## src/ifabd_pkg.sv

```systemverilog
// ----------------------------------------------------------------------------
// IPv4 adaptive burst drop filter: shared package
// Types, codes and constants used across the filter's modules.
// ----------------------------------------------------------------------------
`default_nettype none

package ifabd_pkg;

  // Largest burst the verdict buffer holds, and the default burst limit.
  localparam int MASK_W        = 32;
  localparam int BURST_MAX_DEF = 32;

  localparam int FILL_W   = 6;   // holds 0..32
  localparam int SLOT_W   = 5;
  localparam int LEN_W    = 16;
  localparam int CNT26_W  = 26;
  localparam int CNT32_W  = 32;
  localparam int CFG_W    = 26;  // widest register
  localparam int CFG_IDX_W = 2;

  // Register reset values.
  localparam logic [CNT26_W-1:0] THRESHOLD_RST = 26'd200000;
  localparam logic [LEN_W-1:0]   MIN_LEN_RST   = 16'd64;
  localparam logic [LEN_W-1:0]   MAX_LEN_RST   = 16'd1518;

  // Header field constants.
  localparam logic [15:0] ETHERTYPE_IPV4 = 16'h0800;
  localparam logic [3:0]  IP_VERSION_4   = 4'd4;
  localparam logic [3:0]  IHL_MIN        = 4'd5;   // 5 words = 20 bytes
  localparam logic [7:0]  PROTO_ICMP     = 8'd1;
  localparam logic [7:0]  PROTO_UDP      = 8'd17;

  typedef enum logic [CFG_IDX_W-1:0] {
    CFG_DROP_LEVEL      = 2'd0,
    CFG_MIN_FRAME_LEN   = 2'd1,
    CFG_MAX_FRAME_LEN   = 2'd2
  } cfg_idx_t;

  typedef enum logic [1:0] {
    VERD_FORWARD = 2'd0,
    VERD_INVALID = 2'd1,
    VERD_BURST   = 2'd2
  } verdict_t;

  typedef enum logic [2:0] {
    S_IDLE,
    S_COUNT,
    S_ACC_INVALID,
    S_ACC_DROPPED,
    S_ACC_VALID,
    S_EMIT,
    S_REPORT
  } state_t;

  typedef struct packed {
    logic              func;
    logic [LEN_W-1:0]  frame_len;
    logic [15:0]       eth_type;
    logic [7:0]        ver_ihl;
    logic [7:0]        ip_proto;
    logic              burst_last;
  } in_item_t;

  typedef struct packed {
    logic                kind;
    verdict_t            verdict;
    logic [SLOT_W-1:0]   slot;
    logic                last;
    logic [CNT26_W-1:0]  interval_count;
    logic                burst_flag;
    logic [CNT32_W-1:0]  invalid_total;
    logic [CNT32_W-1:0]  dropped_total;
  } out_item_t;

endpackage

`default_nettype wire

```

## src/ifabd_in_if.sv

```systemverilog
// ----------------------------------------------------------------------------
// IPv4 adaptive burst drop filter: input channel
// Valid/ready channel carrying one packet header or tick item.
// ----------------------------------------------------------------------------
`default_nettype none

interface ifabd_in_if;
  import ifabd_pkg::*;

  logic     valid;
  logic     ready;
  in_item_t data;

  modport source (output valid, output data, input ready);
  modport sink   (input valid, input data, output ready);
endinterface

`default_nettype wire

```

## src/ifabd_out_if.sv

```systemverilog
// ----------------------------------------------------------------------------
// IPv4 adaptive burst drop filter: output channel
// Valid/ready channel carrying one verdict or interval report item.
// ----------------------------------------------------------------------------
`default_nettype none

interface ifabd_out_if;
  import ifabd_pkg::*;

  logic      valid;
  logic      ready;
  out_item_t data;

  modport source (output valid, output data, input ready);
  modport sink   (input valid, input data, output ready);
endinterface

`default_nettype wire

```

## src/ifabd_hdr_check.sv

```systemverilog
// ----------------------------------------------------------------------------
// IPv4 adaptive burst drop filter: header check
// Decides whether one packet header passes the IPv4 filter rules.
// ----------------------------------------------------------------------------
`default_nettype none

module ifabd_hdr_check (
  input  wire ifabd_pkg::in_item_t        hdr,
  input  wire logic [ifabd_pkg::LEN_W-1:0] min_frame_len,
  input  wire logic [ifabd_pkg::LEN_W-1:0] max_frame_len,
  output logic                             ok
);
  import ifabd_pkg::*;

  logic len_ok;
  logic proto_ok;

  always_comb begin
    len_ok   = (hdr.frame_len >= min_frame_len) && (hdr.frame_len <= max_frame_len);
    proto_ok = hdr.ip_proto inside {PROTO_UDP, PROTO_ICMP};
    ok       = len_ok && proto_ok &&
               (hdr.eth_type == ETHERTYPE_IPV4) &&
               (hdr.ver_ihl[7:4] == IP_VERSION_4) &&
               (hdr.ver_ihl[3:0] >= IHL_MIN);
  end

endmodule

`default_nettype wire

```

## src/ifabd_sat_add.sv

```systemverilog
// ----------------------------------------------------------------------------
// IPv4 adaptive burst drop filter: saturating adder
// The one arithmetic unit, shared by every counting step of the sequencer.
// ----------------------------------------------------------------------------
`default_nettype none

module ifabd_sat_add (
  input  wire logic [ifabd_pkg::CNT32_W-1:0] a,
  input  wire logic [ifabd_pkg::CNT32_W-1:0] b,
  input  wire logic                          narrow,  // saturate at 26 bits
  output logic      [ifabd_pkg::CNT32_W-1:0] sum
);
  import ifabd_pkg::*;

  logic [CNT32_W:0]   raw;
  logic [CNT32_W:0]   limit;

  always_comb begin
    raw   = {1'b0, a} + {1'b0, b};
    limit = narrow ? {{(CNT32_W-CNT26_W+1){1'b0}}, {CNT26_W{1'b1}}}
                   : {1'b0, {CNT32_W{1'b1}}};
    sum   = (raw > limit) ? limit[CNT32_W-1:0] : raw[CNT32_W-1:0];
  end

endmodule

`default_nettype wire

```

## src/ipv4_filter_adaptive_burst_drop.sv

```systemverilog
// ----------------------------------------------------------------------------
// IPv4 header filter with rate-triggered adaptive burst drop
// Buffers per-burst header verdicts and releases them at burst end.
// ----------------------------------------------------------------------------
// Each packet item is checked against the IPv4 rules (length bounds,
// EtherType 0x0800, version 4, IHL of at least five words, UDP or ICMP) and
// its pass bit is stored at its slot in the burst buffer; a packet that
// leaves the burst open leaves the input ready for the next packet. The
// burst closes on burst_last or when it reaches the burst limit (BURST_MAX,
// clamped to 1..32). A small sequencer then drives a single saturating
// adder: it counts the valid packets of the burst slot by slot, adds to the
// invalid total, the burst-drop total and the interval valid count in turn,
// and then the verdict items go out one per cycle while the output side
// keeps ready high. After the packet that closes a burst, the input is
// therefore not ready until the last verdict item has been taken, as the
// shared adder walks the buffer once and the output port emits once per
// slot; a stall on the output holds the input off for longer. If the drop
// flag is set when the burst closes, the first floor(v/2) of its v valid
// packets are reported as burst drops. A tick item is taken and then its
// report item is shown, held while the output stalls; it reports and
// clears the interval valid count and sets the drop flag when that count
// reached drop_level, clearing it otherwise. The input is not ready while
// a burst is being resolved or a result is waiting.
// Configuration writes are taken at any time but are meant to be made while
// the block is idle.
// ----------------------------------------------------------------------------
`default_nettype none

module ipv4_filter_adaptive_burst_drop #(
  parameter int BURST_MAX = ifabd_pkg::BURST_MAX_DEF
) (
  input  wire logic                              clk,
  input  wire logic                              rst,
  input  wire logic                              cfg_we,
  input  wire logic [ifabd_pkg::CFG_IDX_W-1:0]   cfg_index,
  input  wire logic [ifabd_pkg::CFG_W-1:0]       cfg_data,
  ifabd_in_if.sink                               in_ch,
  ifabd_out_if.source                            out_ch
);
  import ifabd_pkg::*;

  // Effective burst limit: values outside 1..32 are clamped.
  localparam int BurstLimit = (BURST_MAX < 1) ? 1 :
                              ((BURST_MAX > MASK_W) ? MASK_W : BURST_MAX);

  // Configuration registers.
  logic [CNT26_W-1:0] drop_level;
  logic [LEN_W-1:0]   min_frame_len;
  logic [LEN_W-1:0]   max_frame_len;

  // Sequencer and datapath state.
  state_t             state, state_next;
  logic [MASK_W-1:0]  verdict_mask;
  logic [FILL_W-1:0]  burst_fill;    // packets buffered in the open burst
  logic [FILL_W-1:0]  burst_len;     // size of the burst being resolved
  logic [SLOT_W-1:0]  idx;           // slot walked by count and emit
  logic [FILL_W-1:0]  valid_cnt;     // valid packets in the closed burst
  logic [FILL_W-1:0]  seen;          // valid packets already emitted
  logic [SLOT_W-1:0]  ndrop;         // valid packets to drop in this burst
  logic [CNT26_W-1:0] valid_in_interval;
  logic               drop_active;
  logic [CNT32_W-1:0] invalid_count;
  logic [CNT32_W-1:0] dropped_count;
  logic [CNT26_W-1:0] report_count;

  logic               hdr_ok;
  logic               in_fire;
  logic               out_fire;
  logic [FILL_W-1:0]  fill_inc;
  logic               burst_end;
  logic               idx_at_end;
  logic [SLOT_W-1:0]  ndrop_calc;

  logic [CNT32_W-1:0] alu_a, alu_b, alu_sum;
  logic               alu_narrow;

  ifabd_hdr_check u_hdr_check (
    .hdr           (in_ch.data),
    .min_frame_len (min_frame_len),
    .max_frame_len (max_frame_len),
    .ok            (hdr_ok)
  );

  ifabd_sat_add u_sat_add (
    .a      (alu_a),
    .b      (alu_b),
    .narrow (alu_narrow),
    .sum    (alu_sum)
  );

  assign in_ch.ready = (state == S_IDLE);
  assign in_fire     = in_ch.valid && in_ch.ready;
  assign out_fire    = out_ch.valid && out_ch.ready;

  // A burst closes on its marked last packet or when it reaches the limit.
  assign fill_inc   = burst_fill + FILL_W'(1);
  assign burst_end  = in_ch.data.burst_last || (fill_inc >= FILL_W'(BurstLimit));
  assign idx_at_end = ({1'b0, idx} == (burst_len - FILL_W'(1)));
  assign ndrop_calc = drop_active ? valid_cnt[FILL_W-1:1] : '0;

  // Operand selection for the shared adder.
  always_comb begin
    alu_a      = '0;
    alu_b      = '0;
    alu_narrow = 1'b0;
    case (state)
      S_COUNT: begin
        alu_a = CNT32_W'(valid_cnt);
        alu_b = CNT32_W'(verdict_mask[idx]);
      end
      S_ACC_INVALID: begin
        alu_a = invalid_count;
        alu_b = CNT32_W'(burst_len - valid_cnt);
      end
      S_ACC_DROPPED: begin
        alu_a = dropped_count;
        alu_b = CNT32_W'(ndrop_calc);
      end
      S_ACC_VALID: begin
        alu_a      = CNT32_W'(valid_in_interval);
        alu_b      = CNT32_W'(valid_cnt);
        alu_narrow = 1'b1;
      end
      default: begin
      end
    endcase
  end

  // Next state and result item.
  always_comb begin
    state_next = state;
    out_ch.valid = 1'b0;
    out_ch.data  = '0;
    case (state)
      S_IDLE: begin
        if (in_fire) begin
          if (in_ch.data.func) begin
            state_next = S_REPORT;
          end else if (burst_end) begin
            state_next = S_COUNT;
          end
        end
      end
      S_COUNT: begin
        if (idx_at_end) begin
          state_next = S_ACC_INVALID;
        end
      end
      S_ACC_INVALID: begin
        state_next = S_ACC_DROPPED;
      end
      S_ACC_DROPPED: begin
        state_next = S_ACC_VALID;
      end
      S_ACC_VALID: begin
        state_next = S_EMIT;
      end
      S_EMIT: begin
        out_ch.valid              = 1'b1;
        out_ch.data.kind          = 1'b0;
        out_ch.data.slot          = idx;
        out_ch.data.last          = idx_at_end;
        out_ch.data.invalid_total = invalid_count;
        out_ch.data.dropped_total = dropped_count;
        if (!verdict_mask[idx]) begin
          out_ch.data.verdict = VERD_INVALID;
        end else if (seen < FILL_W'(ndrop)) begin
          out_ch.data.verdict = VERD_BURST;
        end else begin
          out_ch.data.verdict = VERD_FORWARD;
        end
        if (out_fire && idx_at_end) begin
          state_next = S_IDLE;
        end
      end
      S_REPORT: begin
        out_ch.valid               = 1'b1;
        out_ch.data.kind           = 1'b1;
        out_ch.data.interval_count = report_count;
        out_ch.data.burst_flag     = drop_active;
        out_ch.data.invalid_total  = invalid_count;
        out_ch.data.dropped_total  = dropped_count;
        if (out_fire) begin
          state_next = S_IDLE;
        end
      end
      default: begin
        state_next = S_IDLE;
      end
    endcase
  end

  always_ff @(posedge clk) begin
    if (rst) begin
      state <= S_IDLE;
    end else begin
      state <= state_next;
    end
  end

  // Configuration registers.
  always_ff @(posedge clk) begin
    if (rst) begin
      drop_level      <= THRESHOLD_RST;
      min_frame_len   <= MIN_LEN_RST;
      max_frame_len   <= MAX_LEN_RST;
    end else if (cfg_we) begin
      case (cfg_index)
        CFG_DROP_LEVEL:      drop_level      <= cfg_data[CNT26_W-1:0];
        CFG_MIN_FRAME_LEN:   min_frame_len   <= cfg_data[LEN_W-1:0];
        CFG_MAX_FRAME_LEN:   max_frame_len   <= cfg_data[LEN_W-1:0];
        default: begin
        end
      endcase
    end
  end

  // Counters and flags that persist across items.
  always_ff @(posedge clk) begin
    if (rst) begin
      burst_fill        <= '0;
      valid_in_interval <= '0;
      drop_active       <= 1'b0;
      invalid_count     <= '0;
      dropped_count     <= '0;
    end else begin
      case (state)
        S_IDLE: begin
          if (in_fire) begin
            if (in_ch.data.func) begin
              valid_in_interval <= '0;
              drop_active       <= (valid_in_interval >= drop_level);
            end else begin
              burst_fill <= burst_end ? '0 : fill_inc;
            end
          end
        end
        S_ACC_INVALID: invalid_count     <= alu_sum;
        S_ACC_DROPPED: dropped_count     <= alu_sum;
        S_ACC_VALID:   valid_in_interval <= alu_sum[CNT26_W-1:0];
        default: begin
        end
      endcase
    end
  end

  // Burst buffer and walk registers. Every slot read was written in the
  // current burst, so none of these needs a reset.
  always_ff @(posedge clk) begin
    case (state)
      S_IDLE: begin
        if (in_fire) begin
          if (in_ch.data.func) begin
            report_count <= valid_in_interval;
          end else begin
            verdict_mask[burst_fill[SLOT_W-1:0]] <= hdr_ok;
            burst_len <= fill_inc;
            idx       <= '0;
            valid_cnt <= '0;
          end
        end
      end
      S_COUNT: begin
        valid_cnt <= alu_sum[FILL_W-1:0];
        idx       <= idx_at_end ? '0 : idx + SLOT_W'(1);
      end
      S_ACC_DROPPED: begin
        ndrop <= ndrop_calc;
        seen  <= '0;
      end
      S_EMIT: begin
        if (out_fire) begin
          idx  <= idx + SLOT_W'(1);
          seen <= seen + FILL_W'(verdict_mask[idx]);
        end
      end
      default: begin
      end
    endcase
  end

endmodule

`default_nettype wire

```

## src/flat_wrapper.sv

```systemverilog
// flat-port wrapper written by rule: the top's interface ports become plain ports
module ipv4_filter_adaptive_burst_drop_flat import ifabd_pkg::*;
#(
  parameter int BURST_MAX = ifabd_pkg::BURST_MAX_DEF
)
  (clk, rst, cfg_we, cfg_index, cfg_data, in_ch_valid, in_ch_data, in_ch_ready, out_ch_valid, out_ch_data, out_ch_ready);
  ifabd_in_if in_ch_i ();
  ifabd_out_if out_ch_i ();
  input  wire logic clk;
  input  wire logic rst;
  input  wire logic cfg_we;
  input  wire logic [ifabd_pkg::CFG_IDX_W-1:0] cfg_index;
  input  wire logic [ifabd_pkg::CFG_W-1:0] cfg_data;
  input wire logic [$bits(in_ch_i.valid)-1:0] in_ch_valid;
  input wire logic [$bits(in_ch_i.data)-1:0] in_ch_data;
  output wire logic [$bits(in_ch_i.ready)-1:0] in_ch_ready;
  output wire logic [$bits(out_ch_i.valid)-1:0] out_ch_valid;
  output wire logic [$bits(out_ch_i.data)-1:0] out_ch_data;
  input wire logic [$bits(out_ch_i.ready)-1:0] out_ch_ready;
  assign in_ch_i.valid = in_ch_valid;
  assign in_ch_i.data = in_ch_data;
  assign in_ch_ready = in_ch_i.ready;
  assign out_ch_valid = out_ch_i.valid;
  assign out_ch_data = out_ch_i.data;
  assign out_ch_i.ready = out_ch_ready;
  ipv4_filter_adaptive_burst_drop #(.BURST_MAX(BURST_MAX)) u_core (.clk(clk), .rst(rst), .cfg_we(cfg_we), .cfg_index(cfg_index), .cfg_data(cfg_data), .in_ch(in_ch_i), .out_ch(out_ch_i));
endmodule
```

## config.mk

```make
export PLATFORM = sky130hd
export DESIGN_NAME = ipv4_filter_adaptive_burst_drop_flat
export DESIGN_NICKNAME = d
export VERILOG_FILES = /design/src/ifabd_pkg.sv /design/src/ifabd_in_if.sv /design/src/ifabd_out_if.sv /design/src/ifabd_hdr_check.sv /design/src/ifabd_sat_add.sv /design/src/ipv4_filter_adaptive_burst_drop.sv /design/src/flat_wrapper.sv
export SDC_FILE = /design/constraint.sdc
export NUM_CORES = 1
export LEC_CHECK = 0
export BUFFER_PORTS_ARGS = -buffer_cell sky130_fd_sc_hd__buf_2
export CORE_MARGIN = 2
export CORE_UTILIZATION = 55
export DETAILED_ROUTE_END_ITERATION = 8
export GPL_TIMING_DRIVEN = 0
export PLACE_DENSITY = 0.85
export RECOVER_POWER = 25
export SLEW_MARGIN = 20
export SYNTH_ARGS = -nofsm -noshare
export SYNTH_HDL_FRONTEND = slang
export SYNTH_SLANG_ARGS = --single-unit
```

## constraint.sdc

```tcl
create_clock -name clk -period 10.07 [get_ports clk]
set_input_delay 1.007 -clock clk [delete_from_list [all_inputs] [get_ports clk]]
set_output_delay 1.007 -clock clk [all_outputs]
set_load 0.02 [all_outputs]
```

==> results.md <==
* Ys Warns at 0
* Post-CTS Setup Repair Bufs at 0
* Synth area leaders: dfxtp_1, edfxtp_1, ha_1
* Detailed-route wire length per cell at a little under 20 um
* Die Wd at between 150 and 200 um
* Io pins at 185
* Largest net degree at the start of global routing at 33
* Design area at 16,800 um^2
* Clk pin slew, worst setup/hold paths at 0.07 ns
* Number of remaining DRC errors at 0
* Die Span Y at about 170 um
* PortBufs at approximately 180
* RSZ-0062 raised after global routing: false
* CTS sink count at about 240
* Clock buffer depth at 3
* Avg Cell Area, Syn at between 8 and 9 um^2
* Slowest cell on the critical path: mux4_2
* Num rows at a little under 60
* Cells after Synth at about 1,600
* Dpl hpwl at about 33,000 um
* Register bit total from synthesis at roughly 240
* Share of cells above drive strength 1 at 0.147
* Final Wtd Congestion at 0.953
* Power Density at 220 nW/um^2
* Slowest Stage Delay on Critical Path at approximately 0.62 ns
* Async S/R FF share, synth at 0
* Resize count post-CTS at 0
* Total grt overflow at 0
* Worst path arrival time at about 9 ns
* Syn Nets at 1,836
* Post-synth EDFFs at between 80 and 90
* Min cycle time layout at between 8 and 9 ns
* Final hold vios at 0
* Worst Hold Class: flop to flop
* CORE AREA at around 26,000 um^2
* CP Class: flop to flop
* ANT nets after route at 0
* Setup crit end kind: flop
* Slew margin rel. at 0.160
* Worst path required time at roughly 10 ns
* Tot GR Track Use at 0.303
* Initial core utilization at 0.559
* First-pass GRT wire length at 68,000 um
* Post-DP Area at 15,900 um^2
* Maximum vdd ir drop at approximately 0.13 mV
* Power after layout at ~3.7 mW
* P&R area growth vs syn at 15.7%
* Sequential share of the synthesized area at 0.395
* CTS Root Cell: clkbuf_16
* Final Core Density at 0.647
* Final Skew at around 0.014 ns
* Leak Pwr at between 7 and 8 nW
* Commonest non-fill, non-tap cell in the layout: nor2_1
* Worst-margin pin slew at approximately 1.3 ns
* Total Wirelength at around 43,000 um
* Part of the cycle the worst path needs at 0.868
* DR iter-0 viols at around 1,200
* Critical path peak fanout at 10
* Leading cell types in the layout, fill and taps excluded: nor2_1, buf_2, nand2_1, dfxtp_1, ha_1
* DRT Pass-1 Iters at 5
* Final setup viols at 0
* Primary FF master, synth: dfxtp_1
* CP Launch Type: flop
* Area of the die at around 28,000 um^2
* Vias per inst at approximately 6
* Number of CTS-inserted buffers at 26
* Vias at around 13,000
* Setup tns final at 0 ns
* Antenna diodes at 0
* Pins Over Slew Limit at 0
* CTS Hold Bufs at 0
* Nets at 2,049
* TritonCTS clock tree: built
* Initial antenna violation count at 0
* Post-layout worst setup margin at between 1 and 1.5 ns
* Max Cap Viol at 0
* Number of global-route vias before repair at 12,800
* Mapped Area at between 10,000 and 15,000 um^2
* Outcome: finished, final reports clean
* Area leader, netlist: dfxtp_1
* Place WS at between 1 and 1.5 ns
* Clk Latency, worst-skew pair at ~0.54 ns
* H-tree Lvls at 1
* Max Fclk at about 110 MHz
* Top cell type's share of synthesized area at 0.218
* Count of different cell masters after synthesis at 78
where the power goes:
group	internal, mW	switching, mW
combinational	0.482	0.902
sequential	1.18	0.127
clock	0.601	0.410
total	2.26	1.44
worst max-delay path: cells and delay by family, from the launching register on:
| family | cells | cell delay, ns |
|---|---|---|
| AND/OR/NAND/NOR | 5 | 0.98 |
| XOR/XNOR | 1 | 0.29 |
| buffers and inverters | 4 | 1.02 |
| multiplexers | 3 | 1.44 |
| adder cells (fa/ha/maj) | 3 | 0.98 |
| flip-flops | 1 | 0.46 |
| AO/OA/AOI/OAI | 13 | 3.40 |
stage by stage:
| stage | hold WS [ns] | instances |
|---|---|---|
| 5_1_grt | 0.478 | 2205 |
| 3_5_place_dp | 0.447 | 2157 |
| 3_3_place_gp | 0.442 | 2153 |
| 2_1_floorplan | 0.436 | 1637 |
| 4_1_cts | 0.456 | 2205 |
| 6_report | 0.453 | 2205 |
layout make-up:
class	count	area, um^2
fill	2130	9170
multi-input combinational	1214	8080
sequential	244	5750
timing repair buffer	185	935
clock buffer	33	702
tap	335	419
buffer	85	373
inverter	94	353
clock inverter	15	204
cells in the mapped netlist, drive strengths merged, types with 5 or more instances:
cell and count:
nor2 193, nand2 163, dfxtp 158, ha 114, and2 110, a21oi 104, inv 93, edfxtp 86
o21ai 66, a211oi 65, clkbuf 65, a211o 35, a21o 35, nor3 28, nand3 23, mux2i 22
xnor2 22, buf 20, nand4 20, xor2 19, a22oi 16, o21a 16, a22o 12, nor2b 11
and3 10, mux4 10, nand2b 10, nor4 10, o2111ai 8, nand3b 7, o31ai 6, or2 6
o211ai 5, o21bai 5
metal layers:
layer,global-route usage,share of wire,vias to the layer above
met5,0,0,-
li1,-,-,6278
met1,0.407,0.41,6344
met3,0.0380,0.085,92
met4,0.0975,0.031,0
met2,0.513,0.47,609
logic make-up after synthesis:
| logic type | share of synthesized area |
|---|---|
| multiplexers | 0.0322 |
| AND/OR/NAND/NOR | 0.203 |
| XOR/XNOR | 0.0247 |
| adder cells (fa/ha/maj) | 0.101 |
| buffers and inverters | 0.0499 |
| flip-flops | 0.395 |
| AO/OA/AOI/OAI | 0.195 |
registers in the layout, summed over array words and instances (netlist names):
register and flops:
u_core.dropped_count 32, u_core.verdict_mask 32, u_core.valid_cnt 6, u_core.invalid_count 32, u_core.min_frame_len 16, u_core.valid_in_interval 26
u_core.drop_level 26, u_core.report_count 26, u_core.burst_fill 6, u_core.state 3, u_core.max_frame_len 16, u_core.seen 6
u_core.drop_active 1, u_core.ndrop 5, u_core.idx 5, u_core.burst_len 6
worst paths after layout:
kind	startpoint	cells past startpoint	slack, ns	end
setup / recovery	u_core.idx[0]	29	1.33	u_core.invalid_count[16]
hold / removal	u_core.max_frame_len[12]	2	0.45	u_core.max_frame_len[12]
setup reg to reg	u_core.idx[0]	29	1.33	u_core.invalid_count[16]
hold reg to reg	u_core.max_frame_len[12]	2	0.45	u_core.max_frame_len[12]
(Power assumes the default switching activity.)
